--- config.mk ---
export PLATFORM = sky130hd
export DESIGN_NAME = color_key_bounding_box_top
export DESIGN_NICKNAME = d
export VERILOG_FILES = /design/src/hdl/ckbb_pkg.sv /design/src/hdl/color_key_bounding_box_top.sv /design/src/hdl/ckbb_box_tracker.sv /design/src/hdl/ckbb_result_buffer.sv
export SDC_FILE = /design/constraint.sdc
export NUM_CORES = 1
export LEC_CHECK = 0
export BUFFER_PORTS_ARGS = -buffer_cell sky130_fd_sc_hd__buf_2
export CAP_MARGIN = 0
export CORE_ASPECT_RATIO = 0.5
export CORE_UTILIZATION = 35
export CTS_CLUSTER_SIZE = 40
export DETAILED_ROUTE_END_ITERATION = 16
export GPL_TIMING_DRIVEN = 0
export MAX_ROUTING_LAYER = met4
export PLACE_DENSITY = 0.49
export SLEW_MARGIN = 20
export SYNTH_ARGS = -nofsm -noshare
export SYNTH_HDL_FRONTEND = slang
export SYNTH_SLANG_ARGS = --single-unit
--- constraint.sdc ---
create_clock -name clk -period 8.9 [get_ports clk]
set_input_delay 0.89 -clock clk [delete_from_list [all_inputs] [get_ports clk]]
set_output_delay 0.89 -clock clk [all_outputs]
set_load 0.005 [all_outputs]
--- src/hdl/ckbb_pkg.sv ---
package ckbb_pkg;

	localparam int COORD_BITS_DEF = 12;
	localparam int OUT_W          = 12;
	localparam int CFG_DATA_W     = 13;
	localparam int CFG_IDX_W      = 3;

	typedef logic [CFG_IDX_W-1:0] cfg_idx_t;

	localparam cfg_idx_t CFG_KEY_RED      = 3'd0;
	localparam cfg_idx_t CFG_KEY_GREEN    = 3'd1;
	localparam cfg_idx_t CFG_KEY_BLUE     = 3'd2;
	localparam cfg_idx_t CFG_KEY_ENABLE   = 3'd3;
	localparam cfg_idx_t CFG_FRAME_WIDTH  = 3'd4;
	localparam cfg_idx_t CFG_FRAME_HEIGHT = 3'd5;

	localparam logic [CFG_DATA_W-1:0] FRAME_WIDTH_RST  = 13'd256;
	localparam logic [CFG_DATA_W-1:0] FRAME_HEIGHT_RST = 13'd144;

	typedef struct packed {
		logic [7:0]            key_red;
		logic [7:0]            key_green;
		logic [7:0]            key_blue;
		logic                  key_enable;
		logic [CFG_DATA_W-1:0] frame_width;
		logic [CFG_DATA_W-1:0] frame_height;
	} cfg_t;

	typedef struct packed {
		logic             found;
		logic [OUT_W-1:0] box_min_col;
		logic [OUT_W-1:0] box_max_col;
		logic [OUT_W-1:0] box_min_row;
		logic [OUT_W-1:0] box_max_row;
		logic [OUT_W-1:0] center_col;
		logic [OUT_W-1:0] center_row;
	} result_t;

endpackage

--- src/hdl/color_key_bounding_box_top.sv ---
// Color key bounding box.
// Pixels arrive in raster order on the pix channel (pix_valid, pix_stall), one item
// per cycle at full rate unless stalled; the alpha byte is ignored. Column and row
// counters follow the configured frame size, and every pixel equal to the enabled
// key widens the box. After the last pixel of each frame one result item leaves on
// the res channel (res_valid, res_stall): found flag, box and center. With no match,
// all fields are 0. Throughput is one pixel per cycle unless stalled. A result is
// built from the last pixel of its frame: the pixel waits in the input register while
// the compare and select logic feeds the result register.
// Registers are written over the cfg channel; cfg_ready is always high, and the user
// must make writes only while no pixel is in flight; the block does not enforce this.
// When the receiver stalls, a waiting result is held in the output register and one
// more result fits in a skid entry; pix_stall is raised only while that entry is full.
// Reset clears the counters and the box and loads the register reset values.
module color_key_bounding_box_top #(
	parameter int COORD_BITS = ckbb_pkg::COORD_BITS_DEF
) (
	input  logic                              clk,
	input  logic                              arst_n,
	input  logic                              cfg_valid,
	output logic                              cfg_ready,
	input  ckbb_pkg::cfg_idx_t                cfg_index,
	input  logic [ckbb_pkg::CFG_DATA_W-1:0]   cfg_data,
	input  logic                              pix_valid,
	output logic                              pix_stall,
	input  logic [7:0]                        pixel_red,
	input  logic [7:0]                        pixel_green,
	input  logic [7:0]                        pixel_blue,
	input  logic [7:0]                        pixel_alpha,
	output logic                              res_valid,
	input  logic                              res_stall,
	output logic                              found,
	output logic [ckbb_pkg::OUT_W-1:0]        box_min_col,
	output logic [ckbb_pkg::OUT_W-1:0]        box_max_col,
	output logic [ckbb_pkg::OUT_W-1:0]        box_min_row,
	output logic [ckbb_pkg::OUT_W-1:0]        box_max_row,
	output logic [ckbb_pkg::OUT_W-1:0]        center_col,
	output logic [ckbb_pkg::OUT_W-1:0]        center_row
);

	ckbb_pkg::cfg_t    cfg_q;
	ckbb_pkg::result_t res_data, res_out;
	logic              res_new, hold;

	assign cfg_ready = 1'b1;

	always_ff @(posedge clk or negedge arst_n) begin
		if (!arst_n) begin
			cfg_q.key_red      <= '0;
			cfg_q.key_green    <= '0;
			cfg_q.key_blue     <= '0;
			cfg_q.key_enable   <= 1'b0;
			cfg_q.frame_width  <= ckbb_pkg::FRAME_WIDTH_RST;
			cfg_q.frame_height <= ckbb_pkg::FRAME_HEIGHT_RST;
		end else if (cfg_valid) begin
			unique case (cfg_index)
				ckbb_pkg::CFG_KEY_RED:      cfg_q.key_red      <= cfg_data[7:0];
				ckbb_pkg::CFG_KEY_GREEN:    cfg_q.key_green    <= cfg_data[7:0];
				ckbb_pkg::CFG_KEY_BLUE:     cfg_q.key_blue     <= cfg_data[7:0];
				ckbb_pkg::CFG_KEY_ENABLE:   cfg_q.key_enable   <= cfg_data[0];
				ckbb_pkg::CFG_FRAME_WIDTH:  cfg_q.frame_width  <= cfg_data;
				ckbb_pkg::CFG_FRAME_HEIGHT: cfg_q.frame_height <= cfg_data;
				default: ;
			endcase
		end
	end

	ckbb_box_tracker #(
		.COORD_BITS(COORD_BITS)
	) u_tracker (
		.clk         (clk),
		.arst_n      (arst_n),
		.cfg         (cfg_q),
		.hold        (hold),
		.pix_valid   (pix_valid),
		.pix_stall   (pix_stall),
		.pixel_red   (pixel_red),
		.pixel_green (pixel_green),
		.pixel_blue  (pixel_blue),
		.res_new     (res_new),
		.res_data    (res_data)
	);

	ckbb_result_buffer u_buffer (
		.clk       (clk),
		.arst_n    (arst_n),
		.res_new   (res_new),
		.res_data  (res_data),
		.hold      (hold),
		.res_valid (res_valid),
		.res_stall (res_stall),
		.res_out   (res_out)
	);

	assign found       = res_out.found;
	assign box_min_col = res_out.box_min_col;
	assign box_max_col = res_out.box_max_col;
	assign box_min_row = res_out.box_min_row;
	assign box_max_row = res_out.box_max_row;
	assign center_col  = res_out.center_col;
	assign center_row  = res_out.center_row;

endmodule

--- src/hdl/ckbb_box_tracker.sv ---
module ckbb_box_tracker #(
	parameter int COORD_BITS = ckbb_pkg::COORD_BITS_DEF
) (
	input  logic                clk,
	input  logic                arst_n,
	input  ckbb_pkg::cfg_t      cfg,
	input  logic                hold,
	input  logic                pix_valid,
	output logic                pix_stall,
	input  logic [7:0]          pixel_red,
	input  logic [7:0]          pixel_green,
	input  logic [7:0]          pixel_blue,
	output logic                res_new,
	output ckbb_pkg::result_t   res_data
);

	localparam int CMP_W = (COORD_BITS + 1 > ckbb_pkg::CFG_DATA_W) ?
		COORD_BITS + 1 : ckbb_pkg::CFG_DATA_W;
	localparam int EXT_W = (COORD_BITS > ckbb_pkg::OUT_W) ? COORD_BITS : ckbb_pkg::OUT_W;
	localparam logic [CMP_W-1:0] SPAN = CMP_W'(1) << COORD_BITS;

	typedef logic [COORD_BITS-1:0] coord_t;

	function automatic logic [ckbb_pkg::OUT_W-1:0] to_out(input coord_t v);
		logic [EXT_W-1:0] e;
		e = EXT_W'(v);
		return e[ckbb_pkg::OUT_W-1:0];
	endfunction

	logic       pix_v_s1;
	logic [7:0] red_s1;
	logic [7:0] green_s1;
	logic [7:0] blue_s1;

	coord_t col_q, row_q;
	coord_t min_col_q, max_col_q, min_row_q, max_row_q;
	logic   any_q;

	logic             advance, match, col_last, row_last, frame_end;
	logic [CMP_W-1:0] width_eff, height_eff, col_next, row_next;
	coord_t           upd_min_col, upd_max_col, upd_min_row, upd_max_row;
	logic             upd_any;
	logic [COORD_BITS:0] sum_col, sum_row;

	assign pix_stall = hold;
	assign advance   = pix_v_s1 & ~hold;

	assign match = cfg.key_enable && (red_s1 == cfg.key_red) &&
		(green_s1 == cfg.key_green) && (blue_s1 == cfg.key_blue);

	always_comb begin
		// A size of zero acts as one, a size beyond the counter span acts as the span.
		if (cfg.frame_width == '0) begin
			width_eff = CMP_W'(1);
		end else if (CMP_W'(cfg.frame_width) > SPAN) begin
			width_eff = SPAN;
		end else begin
			width_eff = CMP_W'(cfg.frame_width);
		end
		if (cfg.frame_height == '0) begin
			height_eff = CMP_W'(1);
		end else if (CMP_W'(cfg.frame_height) > SPAN) begin
			height_eff = SPAN;
		end else begin
			height_eff = CMP_W'(cfg.frame_height);
		end
	end

	assign col_next  = CMP_W'(col_q) + CMP_W'(1);
	assign row_next  = CMP_W'(row_q) + CMP_W'(1);
	assign col_last  = col_next >= width_eff;
	assign row_last  = row_next >= height_eff;
	assign frame_end = col_last && row_last;

	assign upd_min_col = (match && col_q < min_col_q) ? col_q : min_col_q;
	assign upd_max_col = (match && col_q > max_col_q) ? col_q : max_col_q;
	assign upd_min_row = (match && row_q < min_row_q) ? row_q : min_row_q;
	assign upd_max_row = (match && row_q > max_row_q) ? row_q : max_row_q;
	assign upd_any     = any_q | match;

	assign sum_col = (COORD_BITS + 1)'(upd_min_col) + (COORD_BITS + 1)'(upd_max_col);
	assign sum_row = (COORD_BITS + 1)'(upd_min_row) + (COORD_BITS + 1)'(upd_max_row);

	always_comb begin
		res_data = '0;
		if (upd_any) begin
			res_data.found       = 1'b1;
			res_data.box_min_col = to_out(upd_min_col);
			res_data.box_max_col = to_out(upd_max_col);
			res_data.box_min_row = to_out(upd_min_row);
			res_data.box_max_row = to_out(upd_max_row);
			res_data.center_col  = to_out(sum_col[COORD_BITS:1]);
			res_data.center_row  = to_out(sum_row[COORD_BITS:1]);
		end
	end

	assign res_new = advance && frame_end;

	always_ff @(posedge clk or negedge arst_n) begin
		if (!arst_n) begin
			pix_v_s1  <= 1'b0;
			col_q     <= '0;
			row_q     <= '0;
			min_col_q <= '1;
			max_col_q <= '0;
			min_row_q <= '1;
			max_row_q <= '0;
			any_q     <= 1'b0;
		end else begin
			if (!hold) begin
				pix_v_s1 <= pix_valid;
			end
			if (advance) begin
				if (frame_end) begin
					col_q     <= '0;
					row_q     <= '0;
					min_col_q <= '1;
					max_col_q <= '0;
					min_row_q <= '1;
					max_row_q <= '0;
					any_q     <= 1'b0;
				end else begin
					min_col_q <= upd_min_col;
					max_col_q <= upd_max_col;
					min_row_q <= upd_min_row;
					max_row_q <= upd_max_row;
					any_q     <= upd_any;
					if (col_last) begin
						col_q <= '0;
						row_q <= row_next[COORD_BITS-1:0];
					end else begin
						col_q <= col_next[COORD_BITS-1:0];
					end
				end
			end
		end
	end

	always_ff @(posedge clk) begin
		if (!hold && pix_valid) begin
			red_s1   <= pixel_red;
			green_s1 <= pixel_green;
			blue_s1  <= pixel_blue;
		end
	end

endmodule

--- src/hdl/ckbb_result_buffer.sv ---
module ckbb_result_buffer (
	input  logic              clk,
	input  logic              arst_n,
	input  logic              res_new,
	input  ckbb_pkg::result_t res_data,
	output logic              hold,
	output logic              res_valid,
	input  logic              res_stall,
	output ckbb_pkg::result_t res_out
);

	logic              out_v_q, skid_v_q;
	ckbb_pkg::result_t out_q, skid_q;
	logic              out_free;

	assign out_free  = ~out_v_q | ~res_stall;
	assign hold      = skid_v_q;
	assign res_valid = out_v_q;
	assign res_out   = out_q;

	// A new item only arrives while the skid entry is empty.
	always_ff @(posedge clk or negedge arst_n) begin
		if (!arst_n) begin
			out_v_q  <= 1'b0;
			skid_v_q <= 1'b0;
		end else if (out_free) begin
			out_v_q  <= skid_v_q | res_new;
			skid_v_q <= 1'b0;
		end else if (res_new) begin
			skid_v_q <= 1'b1;
		end
	end

	always_ff @(posedge clk) begin
		if (out_free) begin
			out_q <= skid_v_q ? skid_q : res_data;
		end else if (res_new) begin
			skid_q <= res_data;
		end
	end

endmodule

==> results by group, run 1 <==
Yosys
  – Syn nets: between 1500 and 2000
  – Syn_area_per_cell: about 11 um^2
  – Number of distinct standard cells referenced by the synthesized netlist: 63
  – Area leader, netlist: sky130_fd_sc_hd__edfxtp_1
  – Cell area after synthesis: about 15000 um^2
  – Number of storage elements in the synthesis netlist: between 200 and 300
  – Most used flip-flop cell after synthesis: sky130_fd_sc_hd__edfxtp_1
  – Async set or reset register ratio after synthesis: a little over two fifths
  – Fraction of synthesized cell area taken by the top area cell type: between 30% and 40%
  – Most area-consuming cells after synthesis: sky130_fd_sc_hd__edfxtp_1, sky130_fd_sc_hd__dfrtp_1, sky130_fd_sc_hd__ha_1, sky130_fd_sc_hd__dfstp_2, sky130_fd_sc_hd__mux2_2
  – Post-synthesis sequential area ratio: 54.1%
  – Most used standard cell by instance count after synthesis: sky130_fd_sc_hd__edfxtp_1
  – Top cell types by occurrence after synthesis: sky130_fd_sc_hd__edfxtp_1, sky130_fd_sc_hd__nand2_1, sky130_fd_sc_hd__nor2_1
  – Instance count of the mapped netlist: approximately 1400
  – Total of warnings raised by yosys: 0
  – Number of enable-type register cells in the synthesized netlist: 170

Placed design
  – Instance area after placement: around 17000 um^2
  – HPWL Detailed: 31.8 mm
  – Count of port buffers added during placement: between 100 and 150
  – Gp weighted congestion: about 0.85

Floorplan
  – Cell Rows: 53
  – Die ar.: 44800 um^2
  – Top-level port count: around 130
  – X dimension of the die: a little under 300 um
  – Die Span Y: approximately 150 um
  – Initial Util: between 30% and 40%
  – Core Footprint: between 40000 and 50000 um^2

Drt
  – Total length of routed wires: around 42 mm
  – Detailed router's first-iteration violation count: around 780
  – Average detailed-routed wire length per instance: 19.4 um
  – First drt pass iteration count: 5
  – Routed via count divided by cell count: 5.23
  – Post-route ant nets: 0
  – Routed vias: 11300
  – Total DRC errors in the routed layout: 0

Worst setup path
  – Delay of the slowest cell on the worst path: a little over 800 ps
  – Cell type of the slowest stage on the worst timing path: sky130_fd_sc_hd__a2111oi_0
  – Worst Path Buf+Inv: 2
  – Maximum net fanout on the critical path: 10
  – WP data required: 9230 ps
  – Sort of element at the end of the critical path: register
  – Reg2Reg Capture Point: u_buffer.res_out[23]
  – Depth of the worst register-to-register path: 18
  – Flop-to-flop setup slack: between 3000 and 4000 ps
  – Reg2Reg Launch Point: u_tracker.col_q[9]
  – Data arrival time of the critical path: 5970 ps
  – CP delay by family, top: compound AO/OA/AOI/OAI gates
  – Kind of launch point of the worst setup path: register
  – Worst Path Class, Setup: reg -> reg
  – Ordered cell list for the critical path: ha_1 -> a21oi_1 -> o21ai_0 -> a2111oi_0 -> a2111oi_4 -> clkbuf_1 -> a21oi_1 -> inv_1 -> ha_1 -> nor2b_1 -> o21ai_0 -> nand2b_1 -> a21o_1 -> a21o_1 -> a31oi_1 -> o21ai_0 -> o31a_1 -> mux2_2
  – Most frequent cell on the critical path: sky130_fd_sc_hd__o21ai_0

Timing
  – Final Max Tran Viols: 0
  – RSZ-0062 raised after global routing: false
  – Pin slew with the least headroom to its limit: roughly 1000 ps
  – Portion of the clock cycle consumed by the worst path in the final layout: 63.3%
  – Rel. slew slack: between 30% and 40%
  – Post-route clock skew: approximately 26 ps
  – Hold violation count in the final report: 0
  – Shortest period the worst path allows: roughly 5600 ps
  – Finish-stage setup viols: 0
  – Max Clock Freq: 0.177 GHz
  – Worst hold margin: 219 ps

Clock tree
  – Buffers inserted during post-CTS setup optimization: 0
  – CTS buffer count: 29
  – Maximum level of the CTS H-tree: 1
  – TritonCTS clock tree: yes
  – Maximum clock insertion buffer count: 3
  – Clock-pin transition on the worst setup and hold timing paths: approximately 60 ps
  – Master cell of the clock root buffer: sky130_fd_sc_hd__clkbuf_16
  – Clock sink total: ~300
  – Count of hold-fix buffers inserted at cts: 0
  – Post-cts gate resize count: 0
  – Insertion delay to the later sink of the worst-skew pair: just under 600 ps

Run
  – Max Cap Violations: 0

Global routing
  – Wire length of the first global-routing pass: about 65 mm
  – Largest net degree at the start of global routing: 76
  – Number of antenna violations at the first check in global routing: 4
  – Via count of the first global-routing pass: around 11000
  – Grt ovf: 0
  – GRT Total Usage: between 10% and 20%

Finish
  – Final cell area excluding filler cells: 17900 um^2
  – Final-stage net count: 1700
  – Layout Utilization: a little over two fifths
  – Share of post-route cells with drive strength above 1: 17.6%
  – Synthesis-to-layout area growth: 16.1%

Run status
  – Result of the run: finished, final reports clean

Min path
  – Type of the most critical hold path: in -> async

Power
  – LEAKAGE: about 0.0080 uW
  – Pwr/cell area: a little over 200 nW/um^2
  – Peak VDD IR: between 0.1 and 0.15 mV
## per-stage QoR
stage          power, uW  TNS, ps  std cells  setup slack (ps)
3_3_place_gp        2320  -254210       2082             -3440
2_1_floorplan       2140        0       1386               584
6_report            3600        0       2152              3260
5_1_grt             3790        0       2152              2850
4_1_cts             3640        0       2148              3280
3_5_place_dp        2350        0       2095              3290
## kinds of logic after synthesis
family                   after synthesis  share of synthesized area [%]
AND/OR/NAND/NOR                      387                           11.4
flip-flops                           297                           54.1
AO/OA/AOI/OAI                        295                           13.2
buffers and inverters                169                           4.15
adder cells (fa/ha/maj)               98                           8.07
multiplexers                          80                           5.69
XOR/XNOR                              59                           3.36
other                                  1                         0.0244
## metal layers
metal / GRT usage, % / share of wire, % / up-vias
met3: 2.76 / 4.9 / 44
met4: 3.10 / 1.3 / 0
met2: 28.8 / 43 / 274
li1: - / - / 5355
met5: - / 0 / -
met1: 28.2 / 51 / 5579
## layout make-up
class | instances | area, um^2
diodes | 4 | 10.0
flip-flops and latches | 297 | 8320
clock buffers | 44 | 802
multi-input cells | 920 | 6450
plain buffers | 66 | 251
clock inverters | 9 | 163
inverters | 103 | 387
fillers | 4080 | 24800
repair buffers | 132 | 752
well taps | 577 | 722
## report_power, final
| part | internal (uW) | switching, uW | leakage [uW] |
|---|---|---|---|
| Clock | 740 | 541 | 0.000467 |
| Combinational | 279 | 378 | 0.00408 |
| Sequential | 1570 | 96.8 | 0.00344 |
## sequential cells by signal (all words and copies together), names as in the netlist, 8 cells and up
signal               count
u_tracker.max_row_q     12
cfg_q                   51
u_tracker.max_col_q     12
u_tracker.row_q         12
u_buffer.res_out        73
u_buffer.skid_q         73
u_tracker.min_col_q     12
u_tracker.min_row_q     12
u_tracker.col_q         12
u_tracker.green_s1       8
u_tracker.blue_s1        8
u_tracker.red_s1         8
## placed cells by master, fill, tap and decap left out, types with 27 or more instances in the layout
cell type / count
sky130_fd_sc_hd__a21oi_1: 66
sky130_fd_sc_hd__buf_2: 118
sky130_fd_sc_hd__clkbuf_1: 77
sky130_fd_sc_hd__clkbuf_16: 29
sky130_fd_sc_hd__dfrtp_1: 100
sky130_fd_sc_hd__dfstp_2: 27
sky130_fd_sc_hd__edfxtp_1: 170
sky130_fd_sc_hd__ha_1: 96
sky130_fd_sc_hd__inv_1: 103
sky130_fd_sc_hd__mux2_2: 59
sky130_fd_sc_hd__nand2_1: 137
sky130_fd_sc_hd__nor2_1: 119
sky130_fd_sc_hd__o21ai_0: 38
sky130_fd_sc_hd__o31ai_1: 63
sky130_fd_sc_hd__xnor2_1: 41
## how the worst max path moves through the flow
stage | start | to | slack (ps) | cells past startpoint
after CTS | u_tracker.col_q[9] | u_buffer.res_out[23] | 3280 | 18
after detailed placement | u_tracker.col_q[9] | u_buffer.res_out[23] | 3290 | 18
after floorplan | res_stall | u_buffer.skid_q[0] | 580 | 2
after global placement | res_stall | u_buffer.skid_q[3] | -3440 | 3
final | u_tracker.col_q[9] | u_buffer.res_out[23] | 3260 | 18
after global routing | u_tracker.col_q[9] | u_buffer.res_out[23] | 2850 | 18
## worst register-to-register path, stage by stage, from the launching register on
cell,delay [ps]
sky130_fd_sc_hd__dfrtp_1,570
sky130_fd_sc_hd__ha_1,330
sky130_fd_sc_hd__a21oi_1,180
sky130_fd_sc_hd__o21ai_0,130
sky130_fd_sc_hd__a2111oi_0,810
sky130_fd_sc_hd__a2111oi_4,250
sky130_fd_sc_hd__clkbuf_1,300
sky130_fd_sc_hd__a21oi_1,510
sky130_fd_sc_hd__inv_1,100
sky130_fd_sc_hd__ha_1,340
sky130_fd_sc_hd__nor2b_1,140
sky130_fd_sc_hd__o21ai_0,140
sky130_fd_sc_hd__nand2b_1,100
sky130_fd_sc_hd__a21o_1,180
sky130_fd_sc_hd__a21o_1,200
sky130_fd_sc_hd__a31oi_1,340
sky130_fd_sc_hd__o21ai_0,200
sky130_fd_sc_hd__o31a_1,300
sky130_fd_sc_hd__mux2_2,260
Power figures use the tool's default switching activity.
==> inputs of run 2 (changes only) <==
ABC_AREA = 1   (was default)
clock period = 5.85 ns   (was 8.9 ns; I/O delays follow)
==> run 2 against run 1 <==
Net effect:
- clock skew about the same
- total power increased by 62%
- clock-buffer cell count decreased by 2
- die area increased by 4.7%
- global-route usage increased by 0.45 points
- fmax increased by 25%
- setup slack got worse by 1900 ps
==> results by group, run 2 <==
Run status
  – Result of the run: finished, final reports clean

Floorplan
  – Core Footprint: 45300 um^2 (+6.2%)
  – Top-level port count: 129 (unchanged)
  – Die ar.: 46900 um^2 (+4.7%)
  – X dimension of the die: 305 um (+2.3%)
  – Cell Rows: 55 (+3.8%)
  – Die Span Y: 154 um (+2.3%)
  – Initial Util: 35.6% (-0.48 points)

Global routing
  – Number of antenna violations at the first check in global routing: 0 (-4)
  – Wire length of the first global-routing pass: 70.4 mm (+7.8%)
  – Largest net degree at the start of global routing: 83 (+9.2%)
  – GRT Total Usage: 19.8% (+0.45 points)
  – Grt ovf: 0 (unchanged)
  – Via count of the first global-routing pass: 12400 (+9.1%)

Yosys
  – Syn_area_per_cell: 8.54 um^2 (-23%)
  – Area leader, netlist: sky130_fd_sc_hd__edfxtp_1
  – Fraction of synthesized cell area taken by the top area cell type: 31.7% (-1.5 points)
  – Syn nets: 2037 (+33%)
  – Number of enable-type register cells in the synthesized netlist: 170 (unchanged)
  – Total of warnings raised by yosys: 0 (unchanged)
  – Most used standard cell by instance count after synthesis: sky130_fd_sc_hd__nand2_1
  – Async set or reset register ratio after synthesis: 42.8% (unchanged)
  – Top cell types by occurrence after synthesis: sky130_fd_sc_hd__nand2_1, sky130_fd_sc_hd__inv_1, sky130_fd_sc_hd__o21ai_0
  – Cell area after synthesis: 16100 um^2 (+4.8%)
  – Post-synthesis sequential area ratio: 51.6% (-2.5 points)
  – Number of distinct standard cells referenced by the synthesized netlist: 42 (-33%)
  – Instance count of the mapped netlist: 1886 (+36%)
  – Most area-consuming cells after synthesis: sky130_fd_sc_hd__edfxtp_1, sky130_fd_sc_hd__dfrtp_1, sky130_fd_sc_hd__nand2_1, sky130_fd_sc_hd__ha_1, sky130_fd_sc_hd__inv_1
  – Most used flip-flop cell after synthesis: sky130_fd_sc_hd__edfxtp_1
  – Number of storage elements in the synthesis netlist: 297 (unchanged)

Drt
  – Post-route ant nets: 0 (unchanged)
  – Routed vias: 12800 (+14%)
  – Total DRC errors in the routed layout: 0 (unchanged)
  – Total length of routed wires: 44.3 mm (+6.1%)
  – Average detailed-routed wire length per instance: 16.6 um (-14%)
  – Detailed router's first-iteration violation count: 841 (+7.7%)
  – First drt pass iteration count: 5 (unchanged)
  – Routed via count divided by cell count: 4.81 (-8.1%)

Worst setup path
  – Worst Path Class, Setup: reg -> reg
  – Maximum net fanout on the critical path: 26 (+16)
  – Kind of launch point of the worst setup path: register
  – Data arrival time of the critical path: 4800 ps (-1170 ps)
  – Sort of element at the end of the critical path: register
  – Flop-to-flop setup slack: 1340 ps (-1920 ps)
  – WP data required: 6140 ps (-3090 ps)

Clock tree
  – CTS buffer count: 30 (+3.4%)
  – Maximum level of the CTS H-tree: 1 (unchanged)
  – Insertion delay to the later sink of the worst-skew pair: 590 ps (about the same)
  – Maximum clock insertion buffer count: 3 (unchanged)
  – Clock-pin transition on the worst setup and hold timing paths: 60 ps (about the same)
  – Post-cts gate resize count: 0 (unchanged)
  – Clock sink total: 297 (unchanged)
  – Master cell of the clock root buffer: sky130_fd_sc_hd__clkbuf_16
  – TritonCTS clock tree: yes

Timing
  – Final Max Tran Viols: 0 (unchanged)
  – RSZ-0062 raised after global routing: false
  – Max Clock Freq: 0.222 GHz (+25%)
  – Post-route clock skew: 25.8 ps (-0.197 ps)
  – Worst path setup slack after routing: 1340 ps (-1920 ps)
  – Worst hold margin: 178 ps (-40.4 ps)
  – Setup tns final: 0 ps (unchanged)
  – Pin slew with the least headroom to its limit: 984 ps (-54.4 ps)
  – Shortest period the worst path allows: 4510 ps (-1130 ps)
  – Rel. slew slack: 34.2% (+4.0 points)
  – Hold violation count in the final report: 0 (unchanged)
  – Portion of the clock cycle consumed by the worst path in the final layout: 77.0% (+14 points)
  – Finish-stage setup viols: 0 (unchanged)

Placed design
  – Count of port buffers added during placement: 119 (unchanged)
  – Worst Setup Slack post-DPL: 1250 ps (-2040 ps)
  – HPWL Detailed: 33.7 mm (+5.9%)
  – Gp weighted congestion: 0.897 (+5.4%)

Finish
  – Synthesis-to-layout area growth: 15.5%
  – Filler Cell Count: 4642 (+14%)
  – Antenna diode count: 0 (-4)
  – Commonest non-fill, non-tap cells in the layout: sky130_fd_sc_hd__nand2_1, sky130_fd_sc_hd__inv_1, sky130_fd_sc_hd__o21ai_0
  – Share of post-route cells with drive strength above 1: 12.4% (-5.2 points)
  – Final-stage net count: 2195 (+29%)
  – Leading cell type in the layout, fill and taps excluded: sky130_fd_sc_hd__nand2_1

Min path
  – Type of the most critical hold path: in -> reg

Power
  – Pwr/cell area: 314 nW/um^2 (+56%)
  – Peak VDD IR: 0.222 mV (+54%)
  – LEAKAGE: 0.00904 uW (+13%)

Run
  – Max Cap Violations: 0 (unchanged)
-- run 2: where the power goes --
part,internal [uW],switching [uW],total [uW],leakage (uW)
sequential,2430,150,2580,0.00357
combinational,467,857,1320,0.00500
clock,1090,859,1940,0.000468
-- run 2: area by class of cell --
cell class / count / area [um^2] / area share (%)
well taps: 598 / 748 / 4.02
multi-input cells: 1269 / 6580 / 35.4
clock buffers: 42 / 837 / 4.50
repair buffers: 126 / 751 / 4.04
plain buffers: 57 / 245 / 1.32
flip-flops and latches: 297 / 8320 / 44.7
inverters: 263 / 987 / 5.31
clock inverters: 12 / 129 / 0.693
-- run 2: worst paths after layout --
path / startpoint / to / depth (start not counted)
worst max-delay path: u_tracker.col_q[0] / u_buffer.skid_q[15] / 19
worst min register to register: u_tracker.pix_v_s1 / u_tracker.pix_v_s1 / 2
worst min-delay path: pixel_red[5] / u_tracker.red_s1[5] / 1
worst max register to register: u_tracker.col_q[0] / u_buffer.skid_q[15] / 19
min in group asynchronous: arst_n / u_tracker.max_row_q[10] / 2
max in group asynchronous: arst_n / cfg_q[7] / 3
-- run 2: repair_timing --
| item | CTS | global route |
|---|---|---|
| endpoints found under the hold margin | 21 | 0 |
| hold buffers | 1 | 0 |
| buffers inserted | 0 | 0 |
-- run 2: metal layers --
| metal | up-vias | GRT usage [%] | wire length [um] |
|---|---|---|---|
| met4 | 0 | 2.61 | 544 |
| met2 | 259 | 28.2 | 18300 |
| li1 | 6490 | - | - |
| met1 | 6010 | 30.0 | 23100 |
| met5 | - | - | 0 |
| met3 | 42 | 3.02 | 2290 |
-- run 2: per-stage QoR --
stage | std cells | total power, uW | util, % | cell area (um^2)
2_1_floorplan | 1886 | 3530 | - | 16100
3_3_place_gp | 2603 | 3920 | 38.5 | 17500
4_1_cts | 2664 | 5900 | 41.1 | 18600
5_1_grt | 2664 | 6220 | 41.1 | 18600
6_report | 2664 | 5840 | 41.1 | 18600
3_5_place_dp | 2609 | 3930 | 38.9 | 17600
-- run 2: cells by family after synthesis --
group                      share of synthesized area (%)
AOI/OAI and AO/OA                                   10.2
xor gates and xnor gates                            1.36
adders and majority gates                           7.71
buffers and inverters                               7.65
DFF                                                 51.6
other                                             0.0233
and+or+nand+nor                                     21.4
-- run 2: critical path, stage by stage, from the launching register on --
cell,delay (ps)
sky130_fd_sc_hd__dfrtp_1,510
sky130_fd_sc_hd__inv_1,170
sky130_fd_sc_hd__nor3_1,350
sky130_fd_sc_hd__nand3_1,170
sky130_fd_sc_hd__nor2_1,180
sky130_fd_sc_hd__nand2_1,110
sky130_fd_sc_hd__nor2_1,120
sky130_fd_sc_hd__xor2_1,150
sky130_fd_sc_hd__inv_1,90
sky130_fd_sc_hd__ha_1,300
sky130_fd_sc_hd__nand2_1,80
sky130_fd_sc_hd__nor4_1,250
sky130_fd_sc_hd__o21ai_0,120
sky130_fd_sc_hd__nand3_1,140
sky130_fd_sc_hd__nand2_1,90
sky130_fd_sc_hd__inv_1,160
sky130_fd_sc_hd__nand2_1,230
sky130_fd_sc_hd__nor2_4,520
sky130_fd_sc_hd__buf_12,260
sky130_fd_sc_hd__buf_12,210
